File: src/cts_pkg.sv
// package for the coprocessor task scheduler: codes, widths and result layout
`timescale 1ns / 1ps
`default_nettype none

package cts_pkg;

   // task state codes
   localparam logic [1:0] ST_IDLE  = 2'd0;
   localparam logic [1:0] ST_YIELD = 2'd1;
   localparam logic [1:0] ST_AUDIO = 2'd2;
   localparam logic [1:0] ST_GFX   = 2'd3;

   // start command codes
   localparam logic [1:0] CMD_NONE   = 2'd0;
   localparam logic [1:0] CMD_AUDIO  = 2'd1;
   localparam logic [1:0] CMD_GFX    = 2'd2;
   localparam logic [1:0] CMD_RESUME = 2'd3;

   // event kind codes
   localparam logic [2:0] EV_TASK_DONE    = 3'd0;
   localparam logic [2:0] EV_RETRACE      = 3'd1;
   localparam logic [2:0] EV_AUDIO_READY  = 3'd2;
   localparam logic [2:0] EV_GFX_READY    = 3'd3;
   localparam logic [2:0] EV_DISPLAY_DONE = 3'd4;

   localparam int INTERVAL_W = 8;
   localparam int REQ_DATA_W = 8;
   localparam int RSP_DATA_W = 16;

   // one result, lowest field last so the packed order matches tdata
   typedef struct packed {
      logic [1:0] task_state_out;
      logic       unit_busy;
      logic       display_done;
      logic       frame_tick;
      logic       audio_tick;
      logic       flush_request;
      logic       yield_request;
      logic [1:0] start_cmd;
   } result_type;

endpackage

`default_nettype wire

File: src/coprocessor_task_scheduler_unit.sv
// top level of the coprocessor task scheduler: event register, update logic, result register
//
// Usage:
//   req_ channel carries one event per transaction: req_tuser is the event kind,
//   req_tdata carries the yield and reset-pending flags. Every event yields exactly
//   one result transaction on the rsp_ channel, in order.
//   csr_wr_en / csr_wr_data write the frame interval register (8 bit, reset 1); the
//   value is loaded into the active interval at each frame tick.
// Pipeline and throughput:
//   an event is registered on acceptance and its result is registered from the event
//   register once the result register is free or being taken. One event per cycle is
//   sustained while rsp_tready stays high; the scheduler state updates in the same step
//   that writes the result register.
// Reset:
//   synchronous, active high. Task state idle, all flags clear, frame counter
//   restarted so the first retrace already gives a frame tick at interval 1.
// Stall:
//   while rsp_tready is low the result holds; one further event is held in the event
//   register, after which req_tready drops until the result is taken.
`timescale 1ns / 1ps
`default_nettype none

module coprocessor_task_scheduler_unit
   import cts_pkg::*;
(
   input  wire logic                  clock,
   input  wire logic                  reset,
   // event channel
   input  wire logic                  req_tvalid,
   output logic                       req_tready,
   input  wire logic [REQ_DATA_W-1:0] req_tdata,   // [0] gfx_did_yield, [1] reset_pending
   input  wire logic [2:0]            req_tuser,   // [2:0] mode
   // result channel
   output logic                       rsp_tvalid,
   input  wire logic                  rsp_tready,
   // [1:0] start_cmd, [2] yield_request, [3] flush_request, [4] audio_tick,
   // [5] frame_tick, [6] display_done, [7] unit_busy, [9:8] task_state_out
   output logic [RSP_DATA_W-1:0]      rsp_tdata,
   // configuration
   input  wire logic                  csr_wr_en,
   input  wire logic [INTERVAL_W-1:0] csr_wr_data
);

   // event register
   logic       ev_valid_ff;
   logic [2:0] ev_mode_ff;
   logic       ev_yield_ff;
   logic       ev_rst_ff;

   // result register
   logic       rsp_valid_ff;
   result_type rsp_ff, rsp_in;

   // scheduler state
   logic [1:0]            state_ff, state_in;
   logic                  busy_ff, busy_in;
   logic                  yielded_ff, yielded_in;
   logic                  queued_ff, queued_in;
   // retraces since the last frame tick, never above the interval
   logic [INTERVAL_W-1:0] since_ff, since_in;
   logic [INTERVAL_W-1:0] active_ff, active_in;
   logic [INTERVAL_W-1:0] frame_interval_ff;

   logic                  advance;
   logic [INTERVAL_W:0]   since_inc;

   assign advance    = ev_valid_ff && (!rsp_valid_ff || rsp_tready);
   assign req_tready = !ev_valid_ff || advance;
   assign rsp_tvalid = rsp_valid_ff;
   assign rsp_tdata  = {{(RSP_DATA_W - $bits(result_type)){1'b0}}, rsp_ff};
   assign since_inc  = {1'b0, since_ff} + {{INTERVAL_W{1'b0}}, 1'b1};

   // event update
   always_comb begin
      state_in   = state_ff;
      yielded_in = yielded_ff;
      queued_in  = queued_ff;
      since_in   = since_ff;
      active_in  = active_ff;
      rsp_in     = '0;
      case (ev_mode_ff)
         EV_TASK_DONE: begin
            case (state_ff)
               ST_YIELD: begin
                  if (ev_yield_ff) yielded_in = 1'b1;
                  rsp_in.start_cmd = CMD_AUDIO;
                  state_in = ST_AUDIO;
               end
               ST_AUDIO: begin
                  if (yielded_ff) begin
                     yielded_in = 1'b0;
                     rsp_in.start_cmd = CMD_RESUME;
                     state_in = ST_GFX;
                  end else if (queued_ff) begin
                     queued_in = 1'b0;
                     rsp_in.start_cmd = CMD_GFX;
                     state_in = ST_GFX;
                  end else begin
                     state_in = ST_IDLE;
                  end
               end
               ST_GFX:  state_in = ST_IDLE;
               default: state_in = state_ff;
            endcase
         end
         EV_RETRACE: begin
            rsp_in.audio_tick = 1'b1;
            if (since_inc >= {1'b0, active_ff}) begin
               since_in = '0;
               active_in = frame_interval_ff;
               rsp_in.frame_tick = 1'b1;
            end else begin
               since_in = since_inc[INTERVAL_W-1:0];
            end
         end
         EV_AUDIO_READY: begin
            rsp_in.flush_request = 1'b1;
            if (busy_ff) begin
               if (state_ff != ST_YIELD) begin
                  rsp_in.yield_request = 1'b1;
                  state_in = ST_YIELD;
               end
            end else begin
               rsp_in.start_cmd = CMD_AUDIO;
               state_in = ST_AUDIO;
            end
         end
         EV_GFX_READY: begin
            if (!ev_rst_ff) begin
               rsp_in.flush_request = 1'b1;
               if (busy_ff) begin
                  queued_in = 1'b1;
               end else begin
                  rsp_in.start_cmd = CMD_GFX;
                  state_in = ST_GFX;
               end
            end
         end
         EV_DISPLAY_DONE: rsp_in.display_done = 1'b1;
         default: rsp_in = '0;
      endcase
      busy_in = (state_in != ST_IDLE);
      rsp_in.unit_busy = busy_in;
      rsp_in.task_state_out = state_in;
   end

   // event register load
   always_ff @(posedge clock) begin
      if (reset) begin
         ev_valid_ff <= 1'b0;
      end else if (req_tready) begin
         ev_valid_ff <= req_tvalid;
      end
      if (req_tready && req_tvalid) begin
         ev_mode_ff  <= req_tuser;
         ev_yield_ff <= req_tdata[0];
         ev_rst_ff   <= req_tdata[1];
      end
   end

   // state and result register
   always_ff @(posedge clock) begin
      if (reset) begin
         rsp_valid_ff <= 1'b0;
         state_ff     <= ST_IDLE;
         busy_ff      <= 1'b0;
         yielded_ff   <= 1'b0;
         queued_ff    <= 1'b0;
         since_ff     <= INTERVAL_W'(1);
         active_ff    <= INTERVAL_W'(1);
      end else begin
         if (advance) begin
            rsp_valid_ff <= 1'b1;
            state_ff     <= state_in;
            busy_ff      <= busy_in;
            yielded_ff   <= yielded_in;
            queued_ff    <= queued_in;
            since_ff     <= since_in;
            active_ff    <= active_in;
         end else if (rsp_tready) begin
            rsp_valid_ff <= 1'b0;
         end
      end
      if (advance) begin
         rsp_ff <= rsp_in;
      end
   end

   // configuration register
   always_ff @(posedge clock) begin
      if (reset) begin
         frame_interval_ff <= INTERVAL_W'(1);
      end else if (csr_wr_en) begin
         frame_interval_ff <= csr_wr_data;
      end
   end

   // busy flag always tracks a non-idle state
   a_busy_matches_state: assert property (@(posedge clock) disable iff (reset)
      busy_ff == (state_ff != ST_IDLE))
      else $error("busy flag out of step with task state");

   // a yield request leaves the unit yielding
   a_yield_state: assert property (@(posedge clock) disable iff (reset)
      (rsp_valid_ff && rsp_ff.yield_request) |-> (rsp_ff.task_state_out == ST_YIELD))
      else $error("yield request without yielding state");

   // frame ticks only come with a retrace
   a_frame_on_retrace: assert property (@(posedge clock) disable iff (reset)
      (rsp_valid_ff && rsp_ff.frame_tick) |-> rsp_ff.audio_tick)
      else $error("frame tick without retrace");

   // a result that is not taken holds
   a_rsp_hold: assert property (@(posedge clock) disable iff (reset)
      (rsp_valid_ff && !rsp_tready) |=> (rsp_valid_ff && $stable(rsp_ff)))
      else $error("stalled result changed");

   // any start command leaves a running task
   a_start_busy: assert property (@(posedge clock) disable iff (reset)
      (rsp_valid_ff && rsp_ff.start_cmd != CMD_NONE) |-> rsp_ff.unit_busy)
      else $error("start command without busy unit");

endmodule

`default_nettype wire

File: config.mk
export PLATFORM = sky130hd
export DESIGN_NAME = coprocessor_task_scheduler_unit
export DESIGN_NICKNAME = d
export VERILOG_FILES = /design/src/cts_pkg.sv /design/src/coprocessor_task_scheduler_unit.sv
export SDC_FILE = /design/constraint.sdc
export NUM_CORES = 1
export LEC_CHECK = 0
export ABC_AREA = 1
export BUFFER_PORTS_ARGS = -buffer_cell sky130_fd_sc_hd__clkbuf_2
export CAP_MARGIN = 20
export CORE_MARGIN = 1.5
export CORE_UTILIZATION = 59
export DETAILED_ROUTE_END_ITERATION = 10
export GPL_ROUTABILITY_DRIVEN = 0
export PLACE_DENSITY = 0.84
export SLEW_MARGIN = 20
export SYNTH_ARGS = -nofsm -noshare
export SYNTH_HDL_FRONTEND = slang
export SYNTH_SLANG_ARGS = --single-unit
File: constraint.sdc
create_clock -name clock -period 4.9 [get_ports clock]
set_input_delay 0.98 -clock clock [delete_from_list [all_inputs] [get_ports clock]]
set_output_delay 0.98 -clock clock [all_outputs]
set_load 0.01 [all_outputs]
==> results of run 1 <==
==> worst paths after layout <==
kind / to / cells after the start / slack (ns) / startpoint
worst max-delay path: active_ff[0] / 15 / 2.41 / since_ff[0]
worst min-delay path: frame_interval_ff[1] / 2 / 0.46 / frame_interval_ff[1]
worst max register to register: active_ff[0] / 15 / 2.41 / since_ff[0]
worst min register to register: frame_interval_ff[1] / 2 / 0.46 / frame_interval_ff[1]
==> metal layers <==
layer	vias to the layer above	global-route usage, %	routed length [µm]
li1	972	-	-
met1	833	27.2	1820
met2	55	32.1	1920
met3	6	5.79	225
met4	0	6.89	51
met5	-	0	0
==> power by group through the flow <==
stage	clock network [W]	logic [W]	registers, W
6_report	0.000220	0.000101	0.000423
5_1_grt	0.000245	0.000116	0.000425
4_1_cts	0.000226	0.000101	0.000423
3_5_place_dp	0	0.000100	0.000432
3_3_place_gp	0	0.0000964	0.000431
2_1_floorplan	0	0.0000800	0.000433
==> sequential cells by signal, summed over array words and instances (netlist names), 2 cells and up <==
register           cells
rsp_tdata             10
since_ff               8
ev_mode_ff             3
frame_interval_ff      8
state_ff               2
active_ff              8
==> Yosys cell counts, types with 2 or more instances <==
| cell | number | area (µm²) |
|---|---|---|
| nor3_2 | 2 | 20.0 |
| inv_2 | 4 | 15.0 |
| nor3_1 | 2 | 10.0 |
| buf_4 | 8 | 60.1 |
| nor2_1 | 28 | 105 |
| nand2_2 | 5 | 31.3 |
| buf_6 | 3 | 33.8 |
| nand4_1 | 2 | 12.5 |
| o21ai_1 | 7 | 35.0 |
| nand3_1 | 19 | 95.1 |
| nand2_1 | 42 | 158 |
| a21oi_2 | 3 | 26.3 |
| xor2_1 | 3 | 26.3 |
| nor2_2 | 4 | 25.0 |
| a21oi_1 | 30 | 150 |
| ha_1 | 12 | 150 |
| nand3_2 | 2 | 20.0 |
| edfxtp_1 | 15 | 450 |
| o21ai_0 | 11 | 55.1 |
| clkbuf_1 | 3 | 11.3 |
| dfxtp_1 | 31 | 621 |
| inv_1 | 39 | 146 |
==> per-stage QoR <==
step	area, µm²	setup slack (ns)	instances	hold slack, ns
global placement	2470	2.39	354	0.444
CTS	2550	2.42	362	0.460
floorplan	2370	2.76	291	0.430
detailed placement	2470	2.35	354	0.448
global route	2550	2.10	362	0.491
finish	2550	2.41	362	0.456
==> area by class of cell <==
cell class	count	share of cell area, %
clock buffer	7	2.99
clock inverter	1	0.294
inverter	44	6.57
multi-input combinational	187	40.2
sequential	46	41.9
tap	48	2.35
timing repair buffer	29	5.68
==> critical path, cell delays in order (launching register included) <==
cell,delay [ns]
dfxtp_1,0.43
ha_1,0.24
nand3_2,0.12
xnor2_1,0.17
ha_1,0.30
nand2_1,0.06
nor2_1,0.11
nand2_1,0.05
nand3_1,0.06
nand2_1,0.05
nand2_1,0.06
nand2_1,0.06
nand2_2,0.35
nand2_1,0.13
nand2_1,0.09
nand3_1,0.06
==> cells by family after synthesis <==
| family | share of synthesized area (%) |
|---|---|
| adder cells (fa/ha/maj) | 6.39 |
| XOR/XNOR | 2.18 |
| buffers and inverters | 11.6 |
| AO/OA/AOI/OAI | 12.9 |
| flip-flops | 45.6 |
| AND/OR/NAND/NOR | 21.2 |
| other | 0.160 |
==> reports/metrics.cfg, run 1 <==
[cells_and_area]
antennaDiodeCount=0
multi_input_area_um2=1030
layout-drive-gt1-share_pct=18.8
layout_commonest_cell=nand2_1
regArea_um2=1070
fillCellCount=317
nNetsFinal=349
mostFrequentLayoutCells=nand2_1 (42), inv_1 (39), dfxtp_1 (31)
area_delta_synth_final_pct=8.62
final_util_pct=68.2

[yosys]
ys_warn_count=0
ys_seq_area_share_pct=45.6
ys_seq_elements=46
synthArstFlopShare_pct=0
synth.distinct_cells=33
ys.flop_type=dfxtp_1
syn_inst=286
avgSynthCellArea_um2=8.22
synth_edf_count=15
synth_area_um2=2350

[worst_setup_path]
startpoint_type=flop
arrival_ns=2.65
path_class=reg -> reg
end_kind=flop
cp_max_fo=23
worstPathRequired_ns=5.06

[timing]
setup_viol=0
grt_setup_unrepaired=false
fmax_mhz=402
finalMaxSlewViolations=0
final.min_clock_period_ns=2.49
skew_ns=0.00684
final.period_utilization_pct=50.8
hold_violations=0
finalSetupTns_ns=0

[cts]
h-tree-depth=2
cts_hold_buf=0
clk_latency_ns=0.29
cts_tree=yes
root_buffer=clkbuf_8
post-cts-setup-buffer-count=0
cts_sinks=46
clkSlewWorstSetupHoldPaths_ns=0.08
ctsResizeCount=0
cts.path.max_buffers=2
numCtsBuffers=5

[power]
p_sw_w=0.000198
combPwrFrac_pct=13.5
switching_share_pct=26.6
power_w=0.000744
p_leak_nw=1.13
ir_worst_vdd_uv=320
intPower_w=0.000546
power_density_nw_per_um2=291
seqPwrFrac_pct=56.9
clkPwrFrac_pct=29.6

[global_routing]
grt_util_all_layers_pct=20.5
overflow=0
antenna_found_initial=0
grt_pass1_wl_um=6880
grt_pass1_vias=1645
grt_max_degree=28

[drt]
routed_wl_um=4010
ant_nets=0
initialDrtViolationCount=109
drc_errors=0
dr_total_vias=1866
viasPerCell=5.15
wl_per_cell_um=11.1
first_pass_iters=6

[run_status]
status=finished, final reports clean

[worst_hold_path]
hold_path.class=reg -> reg

[floorplan]
die_w_um=66.1
core_area_um2=3740
fp-row-count=22
fp.dieArea_um2=4370
die_h_um=66.1
pin_count=42
initial_core_util_pct=62.8

[place]
dp_hpwl_um=2940
portBuffers=29

[flow_run]
maxCapViolations=0

Note: power is estimated with default switching activity, not from simulation.
==> inputs of run 2 (changes only) <==
- ABC_AREA: 1 -> 0
- CORE_UTILIZATION: 59 -> 50
- PLACE_DENSITY: 0.84 -> 0.76
- clock period: 4.9 -> 2.2 ns (I/O delays scaled with it)
==> run 2 against run 1 <==
Compared with the run above:
- clock power rose by 130%
- synthesized cell count fell by 14%
- the run now ends with setup timing left
- critical endpoint is now rsp_tdata[5]
- highest routed layer unchanged
- final cell count fell by 6.1%
- critical path depth fell by 7
- register-to-register slack got worse by 2.5 ns
==> reports/metrics.cfg, run 2 <==
[drt]
drc_errors=0
routed_wl_um=4330
initialDrtViolationCount=99
dr_total_vias=1817
first_pass_iters=4
wl_per_cell_um=12.7
viasPerCell=5.34
ant_nets=0

[timing]
hold_violations=0
grt_setup_unrepaired=true
final.period_utilization_pct=102
finalMaxSlewViolations=0
finalSetupTns_ns=-0.258
hold-worst-slack_ns=0.307
skew_ns=0.00879
final.min_clock_period_ns=2.25
worst_slack_ns=-0.0538
setup_viol=15
fmax_mhz=444

[yosys]
synthArstFlopShare_pct=0
avgSynthCellArea_um2=9.49
ys_seq_area_share_pct=46.0
yosysTopAreaCell=dfxtp_1
synth.distinct_cells=48
ys_seq_elements=46
synth_top_area_share_pct=26.7
yosysMostFrequentCell=nand2_1
synth_area_um2=2330
ys.flop_type=dfxtp_1
syn_inst=245
synth_edf_count=15
synth.area.top_cells=dfxtp_1 (27%), edfxtp_1 (19%), mux2i_1 (6.9%)
synthTopCellsByCount=nand2_1 (34), dfxtp_1 (31), nor2_1 (20)
ys_warn_count=0

[cells_and_area]
mostFrequentLayoutCells=nand2_1 (34), clkbuf_2 (29), dfxtp_1 (26)
final_cells=340
layout_commonest_cell=nand2_1
antennaDiodeCount=0
nNetsFinal=323
largest_register_ffs=10
layout-drive-gt1-share_pct=26.4
final_util_pct=62.4
area_delta_synth_final_pct=18.5

[worst_setup_path]
r2r_setup_slack_ns=-0.05
cp_max_fo=5
max_stage_delay_ns=0.36
crit_start=since_ff[3]
path_class=reg -> reg
worstRegToRegCells=8
arrival_ns=2.31
worst_path_max_delay_cell=dfxtp_2
end_kind=flop
rr_startpoint=since_ff[3]
worstPathRequired_ns=2.26
critical_path.cell_chain=and3_4 -> nand4_1 -> xnor2_1 -> ha_1 -> nand3_1 -> o211ai_1 -> a211oi_4 -> and2b_2
startpoint_type=flop
timing.rr.end=rsp_tdata[5]

[global_routing]
overflow=0
grt_pass1_vias=1678
antenna_found_initial=0
grt_pass1_wl_um=7270
grt_util_all_layers_pct=18.1
grt_max_degree=24

[floorplan]
fp.dieArea_um2=5070
core_area_um2=4410
die_w_um=71.2
fp-row-count=24
pin_count=42
initial_core_util_pct=52.7
die_h_um=71.2

[cts]
cts_tree=yes
h-tree-depth=2
root_buffer=clkbuf_8
numCtsBuffers=5
clk_latency_ns=0.30
clkSlewWorstSetupHoldPaths_ns=0.09
cts_sinks=46
cts.path.max_buffers=2

[place]
dp_hpwl_um=2980
dp_slack_ns=-0.163
portBuffers=29
placed_cells=329

[run_status]
violations=setup timing
status=complete, but fails checks

[worst_hold_path]
worstHoldStart=req_tdata[0]
hold_depth=1
hold_path.class=in -> reg
hold_end=ev_yield_ff

[power]
p_leak_nw=1.10
ir_worst_vdd_uv=508
power_density_nw_per_um2=582

[flow_run]
maxCapViolations=0

run 2: cell count changes in the layout (fill, tap and decap cells not counted), sizes merged, moves of 5 or more:
cell,before,now
a21oi,33,11
buf,0,18
inv,44,15
mux2i,0,16
nand2,47,34
nand2b,0,5
nand3,21,14
nor2,32,21
o21ai,18,5
run 2: worst max path at each step:
stage	to	cells past startpoint
3_5_place_dp	since_ff[2]	10
2_1_floorplan	rsp_tdata[5]	9
6_report	rsp_tdata[5]	8
4_1_cts	rsp_tdata[5]	8
5_1_grt	since_ff[6]	10
3_3_place_gp	since_ff[2]	10
run 2: critical path, delay by kind of cell, from the launching register on:
family | cells | cell delay [ns]
adders and majority gates | 1 | 0.31
xor gates and xnor gates | 1 | 0.21
and+or+nand+nor | 4 | 0.69
DFF | 1 | 0.36
AOI/OAI and AO/OA | 2 | 0.44
run 2: cells by family after synthesis:
group | after synthesis | share of synthesized area, %
AND/OR/NAND/NOR | 98 | 20.9
multiplexers | 16 | 6.89
other | 1 | 0.161
AO/OA/AOI/OAI | 35 | 10.5
XOR/XNOR | 6 | 2.26
flip-flops | 46 | 46.0
adder cells (fa/ha/maj) | 12 | 6.45
buffers and inverters | 31 | 6.78
run 2: through the flow:
stage          cell area (µm²)  power [W]
6_report                  2760    0.00160
2_1_floorplan             2370    0.00107
5_1_grt                   2760    0.00167
3_3_place_gp              2600    0.00111
4_1_cts                   2700    0.00162
3_5_place_dp              2600    0.00112
run 2: layout make-up:
| class | instances | area, µm² |
|---|---|---|
| clock buffer | 7 | 76.3 |
| tap | 52 | 65.1 |
| sequential | 46 | 1080 |
| multi-input combinational | 173 | 1180 |
| inverter | 14 | 52.6 |
| clock inverter | 1 | 6.26 |
| fill | 382 | 1660 |
| timing repair buffer | 47 | 297 |
run 2: where the power goes:
group	switching, W	total [W]	internal [W]
clock network	0.000280	0.000505	0.000226
logic	0.0000918	0.000164	0.0000724
registers	0.0000255	0.000935	0.000910
total	0.000397	0.00160	0.00121
run 2: repair_timing:
| action | CTS | global route |
|---|---|---|
| gates resized for setup | 5 | 7 |
| buffers inserted | 0 | 3 |
| endpoints found under the setup margin | 17 | 17 |
| pin swaps | 7 | 6 |
| hold buffers | 0 | 0 |
run 2: per-layer routing:
layer	share of wire [%]	vias to the layer above	GRT usage, %
li1	-	916	-
met1	47	838	24.3
met2	46	52	27.4
met3	4.5	11	3.56
met4	2.1	0	10.1
met5	0	-	0
